[src/rtl/atrt_pkg.sv]
// Shared codes and types for the ack timeout retry tracker.
package atrt_pkg;

	// Command codes
	localparam logic [2:0] CMD_PUSH  = 3'd0;
	localparam logic [2:0] CMD_ACK   = 3'd1;
	localparam logic [2:0] CMD_TICK  = 3'd2;
	localparam logic [2:0] CMD_POP   = 3'd3;
	localparam logic [2:0] CMD_CLEAR = 3'd4;

	// Status codes
	localparam logic [1:0] STS_OK    = 2'd0;
	localparam logic [1:0] STS_MISS  = 2'd1;
	localparam logic [1:0] STS_FULL  = 2'd2;
	localparam logic [1:0] STS_EMPTY = 2'd3;

	// Register indexes
	localparam logic REG_TIMEOUT = 1'b0;
	localparam logic REG_MAXR    = 1'b1;

	localparam logic [31:0] TIMEOUT_RST = 32'd1000;
	localparam logic [3:0]  MAXR_RST    = 4'd3;

	typedef enum logic [1:0] {
		ST_IDLE = 2'b01,
		ST_WALK = 2'b10
	} state_t;

	// Per-cell control from the sequencer
	typedef struct packed {
		logic load;
		logic shift;
	} cell_ctl_t;

endpackage

[src/rtl/atrt_cell.sv]
// One slot of the pending list: loads an entry or takes its right neighbor's.
module atrt_cell #(
	parameter int EW = 84
) (
	input  logic                  clk,
	input  atrt_pkg::cell_ctl_t   ctl,
	input  logic [EW-1:0]         d_load,
	input  logic [EW-1:0]         d_right,
	output logic [EW-1:0]         q
);
	import atrt_pkg::*;

	logic [EW-1:0] entry_q;

	// load wins over the shift
	always_ff @(posedge clk) begin
		if (ctl.load) begin
			entry_q <= d_load;
		end else if (ctl.shift) begin
			entry_q <= d_right;
		end
	end

	assign q = entry_q;

endmodule

[src/rtl/ack_timeout_retry_tracker_unit.sv]
// Top level of the ack timeout retry tracker: sequencer, cell chain, retry FIFO.
//
// Push, pop, clear and unknown commands are accepted with start, and done pulses
// in the next cycle. Ack and tick walk the pending list, one entry per cycle
// as the chain of cells shifts toward slot 0; with an empty list they finish
// like the other commands. busy is high during the walk. Each result is shown
// for exactly one cycle with done and cannot be held off. pending_count holds
// the list size from before a walk until the walk ends, and equals the step's
// result when done is high.
module ack_timeout_retry_tracker_unit #(
	parameter int POOL_DEPTH   = 16,
	parameter int KEY_BITS     = 32,
	parameter int PAYLOAD_BITS = 16
) (
	input  logic                              clk,
	input  logic                              arst_n,
	input  logic                              start,
	output logic                              busy,
	output logic                              done,
	input  logic [2:0]                        cmd,
	input  logic [KEY_BITS-1:0]               key,
	input  logic [PAYLOAD_BITS-1:0]           payload,
	input  logic [3:0]                        retries_in,
	input  logic [31:0]                       now_ms,
	input  logic                              cfg_we,
	input  logic                              cfg_idx,
	input  logic [31:0]                       cfg_wdata,
	output logic [1:0]                        status,
	output logic [KEY_BITS-1:0]               key_out,
	output logic [PAYLOAD_BITS-1:0]           payload_out,
	output logic [3:0]                        retries_out,
	output logic [$clog2(POOL_DEPTH+1)-1:0]   moved_count,
	output logic [$clog2(POOL_DEPTH+1)-1:0]   pending_count
);
	import atrt_pkg::*;

	localparam int AW = $clog2(POOL_DEPTH);
	localparam int CW = $clog2(POOL_DEPTH + 1);
	localparam int EW = KEY_BITS + PAYLOAD_BITS + 32 + 4;
	localparam logic [CW:0] DEPTH_W = (CW + 1)'(POOL_DEPTH);
	localparam logic [AW:0] DEPTH_A = (AW + 1)'(POOL_DEPTH);

	state_t state_q;
	logic [CW-1:0] n_q, fill_q, s_q, d_q, moved_q;
	logic [AW-1:0] rd_q;
	logic found_q, done_q, walk_ack_q;
	logic [1:0] status_q;
	logic [31:0] timeout_q;
	logic [3:0] maxr_q;
	logic [KEY_BITS-1:0] key_q;
	logic [31:0] now_q;

	logic [EW-1:0] cell_q [POOL_DEPTH];
	logic [EW-1:0] push_entry, head;
	logic [KEY_BITS-1:0] head_key;
	logic [PAYLOAD_BITS-1:0] head_pl;
	logic [31:0] head_time, elapsed;
	logic [3:0] head_ret;
	logic in_walk, accept, push_wr, drop, app, ins, last, expired;
	logic [CW-1:0] ins_idx;
	logic [AW+1:0] wsum;
	logic [AW-1:0] wptr;

	// Retry FIFO storage
	logic [KEY_BITS-1:0]     rkey_mem [POOL_DEPTH];
	logic [PAYLOAD_BITS-1:0] rpl_mem  [POOL_DEPTH];
	logic [3:0]              rcnt_mem [POOL_DEPTH];
	logic [KEY_BITS-1:0]     kout_q;
	logic [PAYLOAD_BITS-1:0] pout_q;
	logic [3:0]              rout_q;

	assign accept  = start && (state_q == ST_IDLE);
	assign in_walk = (state_q == ST_WALK);
	assign push_wr = accept && (cmd == CMD_PUSH)
		&& (({1'b0, n_q} + {1'b0, fill_q}) < DEPTH_W);
	assign push_entry = {key, payload, now_ms, retries_in};

	// Head of the chain and its verdict
	assign head = cell_q[0];
	assign {head_key, head_pl, head_time, head_ret} = head;
	assign elapsed = now_q - head_time;
	assign expired = (elapsed >= timeout_q);
	assign drop = in_walk && (walk_ack_q ? (!found_q && head_key == key_q) : expired);
	assign app = in_walk && !walk_ack_q && expired && (head_ret < maxr_q)
		&& ({1'b0, fill_q} < DEPTH_W);
	assign ins = in_walk && !drop;
	assign ins_idx = n_q - CW'(1) - d_q;
	assign last = (s_q == n_q - CW'(1));

	// Write slot of the retry FIFO
	assign wsum = (AW + 2)'(rd_q) + (AW + 2)'(fill_q);
	assign wptr = (wsum >= (AW + 2)'(DEPTH_A)) ? AW'(wsum - (AW + 2)'(DEPTH_A)) : AW'(wsum);

	// Chain of cells
	for (genvar i = 0; i < POOL_DEPTH; i++) begin : g_cell
		cell_ctl_t ctl;
		logic [EW-1:0] right;
		if (i == POOL_DEPTH - 1) begin : g_end
			assign right = cell_q[i];
		end else begin : g_mid
			assign right = cell_q[i+1];
		end
		assign ctl.load  = (push_wr && n_q == CW'(i)) || (ins && ins_idx == CW'(i));
		assign ctl.shift = in_walk;
		atrt_cell #(.EW(EW)) u_cell (
			.clk     (clk),
			.ctl     (ctl),
			.d_load  (in_walk ? head : push_entry),
			.d_right (right),
			.q       (cell_q[i])
		);
	end

	// Sequencer and counters
	always_ff @(posedge clk or negedge arst_n) begin
		if (!arst_n) begin
			state_q    <= ST_IDLE;
			done_q     <= 1'b0;
			n_q        <= '0;
			fill_q     <= '0;
			rd_q       <= '0;
			s_q        <= '0;
			d_q        <= '0;
			moved_q    <= '0;
			found_q    <= 1'b0;
			walk_ack_q <= 1'b0;
			status_q   <= STS_OK;
			timeout_q  <= TIMEOUT_RST;
			maxr_q     <= MAXR_RST;
			key_q      <= '0;
			now_q      <= '0;
		end else begin
			done_q <= 1'b0;
			if (cfg_we) begin
				unique case (cfg_idx)
					REG_TIMEOUT: timeout_q <= cfg_wdata;
					REG_MAXR:    maxr_q <= cfg_wdata[3:0];
					default:     ;
				endcase
			end
			unique case (state_q)
				ST_IDLE: begin
					if (accept) begin
						status_q   <= STS_OK;
						moved_q    <= '0;
						s_q        <= '0;
						d_q        <= '0;
						found_q    <= 1'b0;
						walk_ack_q <= (cmd == CMD_ACK);
						key_q      <= key;
						now_q      <= now_ms;
						done_q     <= 1'b1;
						unique case (cmd)
							CMD_PUSH: begin
								if (push_wr) begin
									n_q <= n_q + CW'(1);
								end else begin
									status_q <= STS_FULL;
								end
							end
							CMD_ACK: begin
								if (n_q == '0) begin
									status_q <= STS_MISS;
								end else begin
									done_q  <= 1'b0;
									state_q <= ST_WALK;
								end
							end
							CMD_TICK: begin
								if (n_q != '0) begin
									done_q  <= 1'b0;
									state_q <= ST_WALK;
								end
							end
							CMD_POP: begin
								if (fill_q == '0) begin
									status_q <= STS_EMPTY;
								end else begin
									rd_q   <= (rd_q == AW'(POOL_DEPTH - 1)) ? '0 : rd_q + AW'(1);
									fill_q <= fill_q - CW'(1);
								end
							end
							CMD_CLEAR: begin
								n_q    <= '0;
								fill_q <= '0;
								rd_q   <= '0;
							end
							default: ;
						endcase
					end
				end
				ST_WALK: begin
					s_q <= s_q + CW'(1);
					if (drop) begin
						d_q     <= d_q + CW'(1);
						found_q <= walk_ack_q;
					end
					if (app) begin
						fill_q  <= fill_q + CW'(1);
						moved_q <= moved_q + CW'(1);
					end
					if (last) begin
						state_q <= ST_IDLE;
						done_q  <= 1'b1;
						n_q     <= n_q - d_q - CW'(drop);
						if (walk_ack_q && !found_q && !drop) begin
							status_q <= STS_MISS;
						end
					end
				end
				default: state_q <= ST_IDLE;
			endcase
		end
	end

	// Retry FIFO write and registered pop read
	always_ff @(posedge clk) begin
		if (app) begin
			rkey_mem[wptr] <= head_key;
			rpl_mem[wptr]  <= head_pl;
			rcnt_mem[wptr] <= head_ret + 4'd1;
		end
		if (accept) begin
			if (cmd == CMD_POP && fill_q != '0) begin
				kout_q <= rkey_mem[rd_q];
				pout_q <= rpl_mem[rd_q];
				rout_q <= rcnt_mem[rd_q];
			end else begin
				kout_q <= '0;
				pout_q <= '0;
				rout_q <= '0;
			end
		end
	end

	assign busy          = (state_q != ST_IDLE);
	assign done          = done_q;
	assign status        = status_q;
	assign key_out       = kout_q;
	assign payload_out   = pout_q;
	assign retries_out   = rout_q;
	assign moved_count   = moved_q;
	assign pending_count = n_q;

	// Checks
	a_done_idle: assert property (@(posedge clk) disable iff (!arst_n)
		done |-> !busy) else $error("done while walking");
	// n_q still counts moved entries until the walk ends
	a_pool_bound: assert property (@(posedge clk) disable iff (!arst_n)
		!in_walk |-> (({1'b0, n_q} + {1'b0, fill_q}) <= DEPTH_W))
		else $error("pool overfilled");
	a_walk_nonempty: assert property (@(posedge clk) disable iff (!arst_n)
		in_walk |-> (n_q != '0)) else $error("walk over empty list");
	a_drop_bound: assert property (@(posedge clk) disable iff (!arst_n)
		in_walk |-> (d_q <= s_q)) else $error("more drops than steps");

endmodule

[config.mk]
export PLATFORM = sky130hd
export DESIGN_NAME = ack_timeout_retry_tracker_unit
export DESIGN_NICKNAME = d
export VERILOG_FILES = /design/src/rtl/atrt_pkg.sv /design/src/rtl/atrt_cell.sv /design/src/rtl/ack_timeout_retry_tracker_unit.sv
export SDC_FILE = /design/constraint.sdc
export NUM_CORES = 2
export LEC_CHECK = 0
export BUFFER_PORTS_ARGS = -buffer_cell sky130_fd_sc_hd__buf_2
export CELL_PAD_IN_SITES_DETAIL_PLACEMENT = 1
export CELL_PAD_IN_SITES_GLOBAL_PLACEMENT = 2
export CORE_MARGIN = 1.5
export CORE_UTILIZATION = 42
export CTS_CLUSTER_DIAMETER = 60
export CTS_CLUSTER_SIZE = 12
export DETAILED_ROUTE_END_ITERATION = 8
export GPL_TIMING_DRIVEN = 0
export MAX_ROUTING_LAYER = met4
export PLACE_DENSITY_LB_ADDON = 0.1
export SYNTH_ARGS = -nofsm -noshare
export SYNTH_HDL_FRONTEND = slang
export SYNTH_HIERARCHICAL = 1
export SYNTH_SLANG_ARGS = --single-unit
[constraint.sdc]
create_clock -name clk -period 10.9 [get_ports clk]
set_input_delay 1.635 -clock clk [delete_from_list [all_inputs] [get_ports clk]]
set_output_delay 1.635 -clock clk [all_outputs]
set_load 0.02 [all_outputs]
### After elaboration in Yosys (flattened, before gate mapping)

Memory sizes are Yosys's and may differ from the RTL's. A register that Yosys moved wholly into a read port is not among the register bits.
Cells that the tools add are included.

* flip-flop bits (word level): 1480
* RAM bits: 832
* bits of input ports: 124
* output and inout bits: 66
* word-level logic and storage cells: 287
* memories kept: 3

Memories
* rkey_mem: depth 16, bits a word 32, read ports 1, clocked after memory_dff 1, write ports 1, line ack_timeout_retry_tracker_unit.sv:65 `logic [KEY_BITS-1:0] rkey_mem [POOL_DEPTH];`
* rpl_mem: depth 16, bits a word 16, read ports 1, clocked after memory_dff 1, write ports 1, line ack_timeout_retry_tracker_unit.sv:66 `logic [PAYLOAD_BITS-1:0] rpl_mem [POOL_DEPTH];`
* rcnt_mem: depth 16, bits a word 4, read ports 1, clocked after memory_dff 1, write ports 1, line ack_timeout_retry_tracker_unit.sv:67 `logic [3:0] rcnt_mem [POOL_DEPTH];`

* add/sub/neg operators: 16
* magnitude comparators: 5
* eq/ne operators: 53
* mux-type cells: 77
* bitwise logic cells: 1
* reduce and logical (&&, ||, !) cells: 101

Operator list (number)
* $mux W84: 31
* $eq A5 B4 Y1 const B: 16
* $pmux W5 S2: 7
* $logic_and A1 B1 Y1: 45
* $mux W5: 9
* $eq A5 B3 Y1 const B: 8
* $reduce_bool A2 Y1: 17
* $eq A32 B32 Y1: 1
* $ge A32 B32 Y1: 1
* $sub A32 B32 Y32: 1
* $add A5 B1 Y5 const B: 5
* $eq A5 B2 Y1 const B: 4
* $mux W2: 9
* $logic_or A1 B1 Y1: 16
* $logic_not A5 Y1: 3
* $reduce_and A5 Y1: 3
* $mux W4: 3
* $ne A3 B3 Y1 const B: 4
* $pmux W2 S2: 3
* $eq A5 B1 Y1 const B: 2
* $mux W1: 10
* $ne A2 B1 Y1 const B: 5
* $reduce_bool A5 Y1: 2
* $sub A5 B1 Y5 const B: 2
* other kinds (28): 46

### Depth between registers and ports, before layout

* depth in word-level cells: 9
* depth in mapped cells: 30
* depth with buffers taken out: 30

### By module

Netlist, hierarchy kept.

Modules (own cells, without submodules)
* atrt_cell: instances 16, cells an instance 178, area each 3553.4 um2, sequential area each 2522.4 um2
* ack_timeout_retry_tracker_unit: instances 1, cells an instance 2413, area each 43773.2 um2, sequential area each 29960.0 um2

### Worst setup path after synthesis

No wires, ideal clock.

* path kind: flip-flop to flip-flop
* start point: register now_q[14]
* end point: memory rcnt_mem[4][0], enable pin
* setup time: 526 ps
* arrival: 7362 ps
* required time: 10374 ps
* setup slack: 3012 ps
* stages on the path, launching flop included: 19
* path buffers: 1
* clock period less this slack: 7888 ps
* cell sequence: dfrtp_1 > ha_1 > buf_2 > and4_1 > nand3_1 > a211oi_1 > nor2_1 > a211oi_1 > a31oi_1 > a31o_2 > xnor2_1 > ha_1 > nand4_1 > or2_2 > o31ai_1 > o21bai_1 > o21ai_2 > nand4_1 > nor3_1

* longest elaborated chain between the ends: 7

Ends and longest elaborated chain
* start, declared: line ack_timeout_retry_tracker_unit.sv:51 `logic [31:0] now_q;`
* start signal, assigned: line ack_timeout_retry_tracker_unit.sv:151 `now_q <= now_ms;`
* $sub A32 B32 Y32: line ack_timeout_retry_tracker_unit.sv:81 `assign elapsed = now_q - head_time;`
* $ge A32 B32 Y1: line ack_timeout_retry_tracker_unit.sv:82 `assign expired = (elapsed >= timeout_q);`
* $logic_and A1 B1 Y1 (2 in series): line ack_timeout_retry_tracker_unit.sv:84 `assign app = in_walk && !walk_ack_q && expired && (head_ret < maxr_q)`
* $logic_and A1 B1 Y1: line ack_timeout_retry_tracker_unit.sv:85 `&& ({1'b0, fill_q} < DEPTH_W);`
* $mux W1: line ack_timeout_retry_tracker_unit.sv:218 `if (app) begin`
* $mux W1 (not written as such): line ack_timeout_retry_tracker_unit.sv:221 `rcnt_mem[wptr] <= head_ret + 4'd1;`
* end, declared: line ack_timeout_retry_tracker_unit.sv:67

Every way passes these cells.

==> summary.md <==
| Metric | Value |
|---|---|
| Slew HR | 0.08855 |
| CTS sink cnt | about 2400 |
| Routed vias | 48096 |
| Area leader, netlist | edfxtp_1 |
| Final Hold Viols | 0 |
| Final wirelength | 229700 um |
| Post-synth top area share | 0.6649 |
| Core footprint | 238100 um^2 |
| Primary FF master, synth | edfxtp_1 |
| R2R Path Start | g_cell[0].u_cell/q[18] |
| Count of cell types in the netlist | 73 |
| Vias in the first global route | between 50000 and 60000 |
| Largest cells by area after synthesis | edfxtp_1, mux2_1, mux2_2, mux4_2, dfrtp_1 |
| Worst VDD drop | 0.1704 mV |
| Die height | 492.5 um |
| Most frequent cell after synthesis | edfxtp_1 |
| Post-CTS resize count | 0 |
| Layout fillers | 21759 |
| Final cell count without fillers | 9038 |
| First-pass GRT wire length | 342000 um |
| Pwr Density | 242.6 nW/um^2 |
| Root Buffer | clkbuf_16 |
| # hold bufs at CTS | 0 |
| Inst Count DP | 8694 |
| Share of layout cells above drive strength 1 | 0.2940 |
| Post-route clock period utilization | 0.7925 |
| Max frequency | 0.1158 GHz |
| Area grow syn2layout | 13.14% |
| Leak | 37.53 nW |
| Avg Synthesized Cell Area | 19.13 um^2 |
| RSZ-0062 raised after global routing | no |
| 1st-iter DRT viols | 3332 |
| Starting density of the core | 0.4227 |
| Vias/cell | 5.322 |
| Failing checks | design-rule violations |
| #FFs+latches synth | around 2400 |
| Total track usage | 0.1951 |
| WL per Instance | about 25 um |
| Post-layout minimum cycle time | between 8000 and 9000 ps |
| Post-route setup TNS | 0 ps |
| Die Width | 492.5 um |
| Largest net degree at the start of global routing | 93 |
| GP Congestion | around 0.8 |
| Worst hold start | g_cell[1].u_cell/q[49] |
| I/O pin cnt | 190 |
| Sequential area share after synthesis | 0.6988 |
| Critical path class | flop to flop |
| Critical Path RT | 11430 ps |
| Gr ovfl total | 0 |
| Clk_skew | roughly 93 ps |
| Worst-path maximum fanout | 56 |
| Setup crit start kind | flop |
| YS warnings | 6 |
| EDFF count, synth | between 2000 and 2500 |
| Nets | about 6000 |
| Syn Std Cell Area | 100600 um^2 |
| Final Max Tran Viols | 0 |
| Detail Route Antenna Nets | 0 |
| Crit path DAT | 9170 ps |
| Clk slew on worst S/H paths | 60 ps |
| Worst hold path type | flop to flop |
| # Post-CTS Setup Buffers | 0 |
| Antenna violations before repair | 15 |
| H-tree Lvls | 4 |
| Worst setup startpoint | g_cell[0].u_cell/q[18] |
| Gate count after technology mapping | between 5000 and 6000 |
| Die area | about 240000 um^2 |
| FP Rows | between 150 and 200 |
| Top cells by instance count after synthesis | edfxtp_1, mux2_1, mux2_2 |
| First-pass detailed-route iteration total | 9 |
| CTS Buffer Depth | 3 |
| Post-DP HPWL | roughly 160000 um |
| Worst-Margin Slew | 1367 ps |
| Residual DRC | 36 |
| CTS tree | yes |
| Mapped Nets | 5489 |
| Ys async rst share | 0.05753 |
| Final setup viols | 0 |
| CP Capture Type | flop |
| Status | complete, but fails checks |
| Port bufs | around 190 |
| Total CTS buffers | roughly 220 |
| Max Cap Viol | 0 |
| Clk_lat worst skew | between 900 and 1000 ps |
==> critical path, cell delays in order, from the launching register on <==
cell	delay, ps
edfxtp_1	380
inv_1	60
ha_1	260
buf_2	200
and4_1	280
nand3_1	120
a211oi_1	380
nor2_1	170
a211oi_1	610
a31oi_1	270
a31o_2	300
xnor2_1	500
ha_1	360
nand4_1	130
or2_2	140
o22ai_1	190
o21bai_1	480
o21ai_2	270
or4_1	680
o22ai_1	1030
buf_4	410
buf_6	200
or2_4	440
buf_16	310
==> layer usage <==
metal	global-route usage	vias to the layer above	routed length, um
met2	0.3142	956	111000
li1	-	21903	-
met4	0.06051	0	6927
met3	0.02733	342	9345
met1	0.2571	24895	102400
met5	-	-	0
==> flip-flops by register name (all words and copies together), names as in the netlist, 5 cells and up <==
register and flops:
rpl_mem 256, g_cell.u_cell/q 1344, d_q 5, moved_count 5, rcnt_mem 64, key_q 32
key_out 32, timeout_q 32, fill_q 5, now_q 32, s_q 5, pending_count 5
payload_out 16, rkey_mem 512
==> stage by stage <==
| stage | utilization | cell area, um^2 | setup WS, ps | power (mW) | hold WS, ps |
|---|---|---|---|---|---|
| finish | 0.4782 | 113900 | 2261 | 27.62 | 479.4 |
| global route | 0.4782 | 113800 | 1687 | 28.98 | 492.4 |
| CTS | 0.4782 | 113800 | 2094 | 28.00 | 482.9 |
| detailed placement | 0.4504 | 107200 | 2087 | 20.62 | 500.6 |
| global placement | 0.4433 | 105500 | -4737 | 20.28 | 486.8 |
| floorplan | - | 100600 | 3012 | 17.98 | 467.9 |
==> where the power goes <==
| part | total (mW) | internal [mW] | switching (mW) | leakage, nW |
|---|---|---|---|---|
| sequential | 13.4 | 12.6 | 0.800 | 22.0 |
| combinational | 6.95 | 2.81 | 4.14 | 12.3 |
| clock | 7.27 | 3.91 | 3.36 | 3.16 |
| total | 27.6 | 19.3 | 8.30 | 37.5 |
==> cells by family after synthesis <==
family	share of synthesized area
compound gates	0.01629
mux	0.2261
buf+inv	0.02045
fa+ha+maj	0.01330
simple gates	0.01738
flops	0.6988
xor+xnor	0.007622
==> final timing paths <==
| kind | end | slack, ps | cells after the start |
|---|---|---|---|
| max in group asynchronous | key_q[24] | 9270 | 2 |
| hold / removal | g_cell[0].u_cell/q[49] | 480 | 1 |
| setup / recovery | g_cell[14].u_cell/q[27] | 2260 | 23 |
| hold reg to reg | g_cell[0].u_cell/q[49] | 480 | 1 |
| min in group asynchronous | moved_count[1] | 690 | 1 |
| setup reg to reg | g_cell[14].u_cell/q[27] | 2260 | 23 |
==> final cells by class <==
cell class | count | area (um^2) | area share
Antenna cell | 7 | 17.52 | 0.0001539
Buffer | 246 | 1675 | 0.01472
Clock buffer | 298 | 5913 | 0.05194
Clock inverter | 39 | 703.2 | 0.006176
Inverter | 103 | 386.6 | 0.003396
Multi-Input combinational cell | 2548 | 28400 | 0.2495
Sequential cell | 2364 | 70320 | 0.6176
Tap cell | 3167 | 3963 | 0.03480
Timing Repair Buffer | 266 | 2475 | 0.02174
==> layout by cell type, fill, tap and decap left out, types with 72 or more instances in the layout <==
cell	netlist	layout
mux2_2	712	712
ha_1	99	99
o21ai_0	72	72
clkbuf_1	72	142
mux4_2	260	260
buf_2	69	256
clkbuf_16	0	224
inv_1	102	102
mux2_1	784	784
edfxtp_1	2228	2228
nand2_1	93	93
dfrtp_1	127	127
buf_6	80	106
Power figures use the tool's default switching activity.
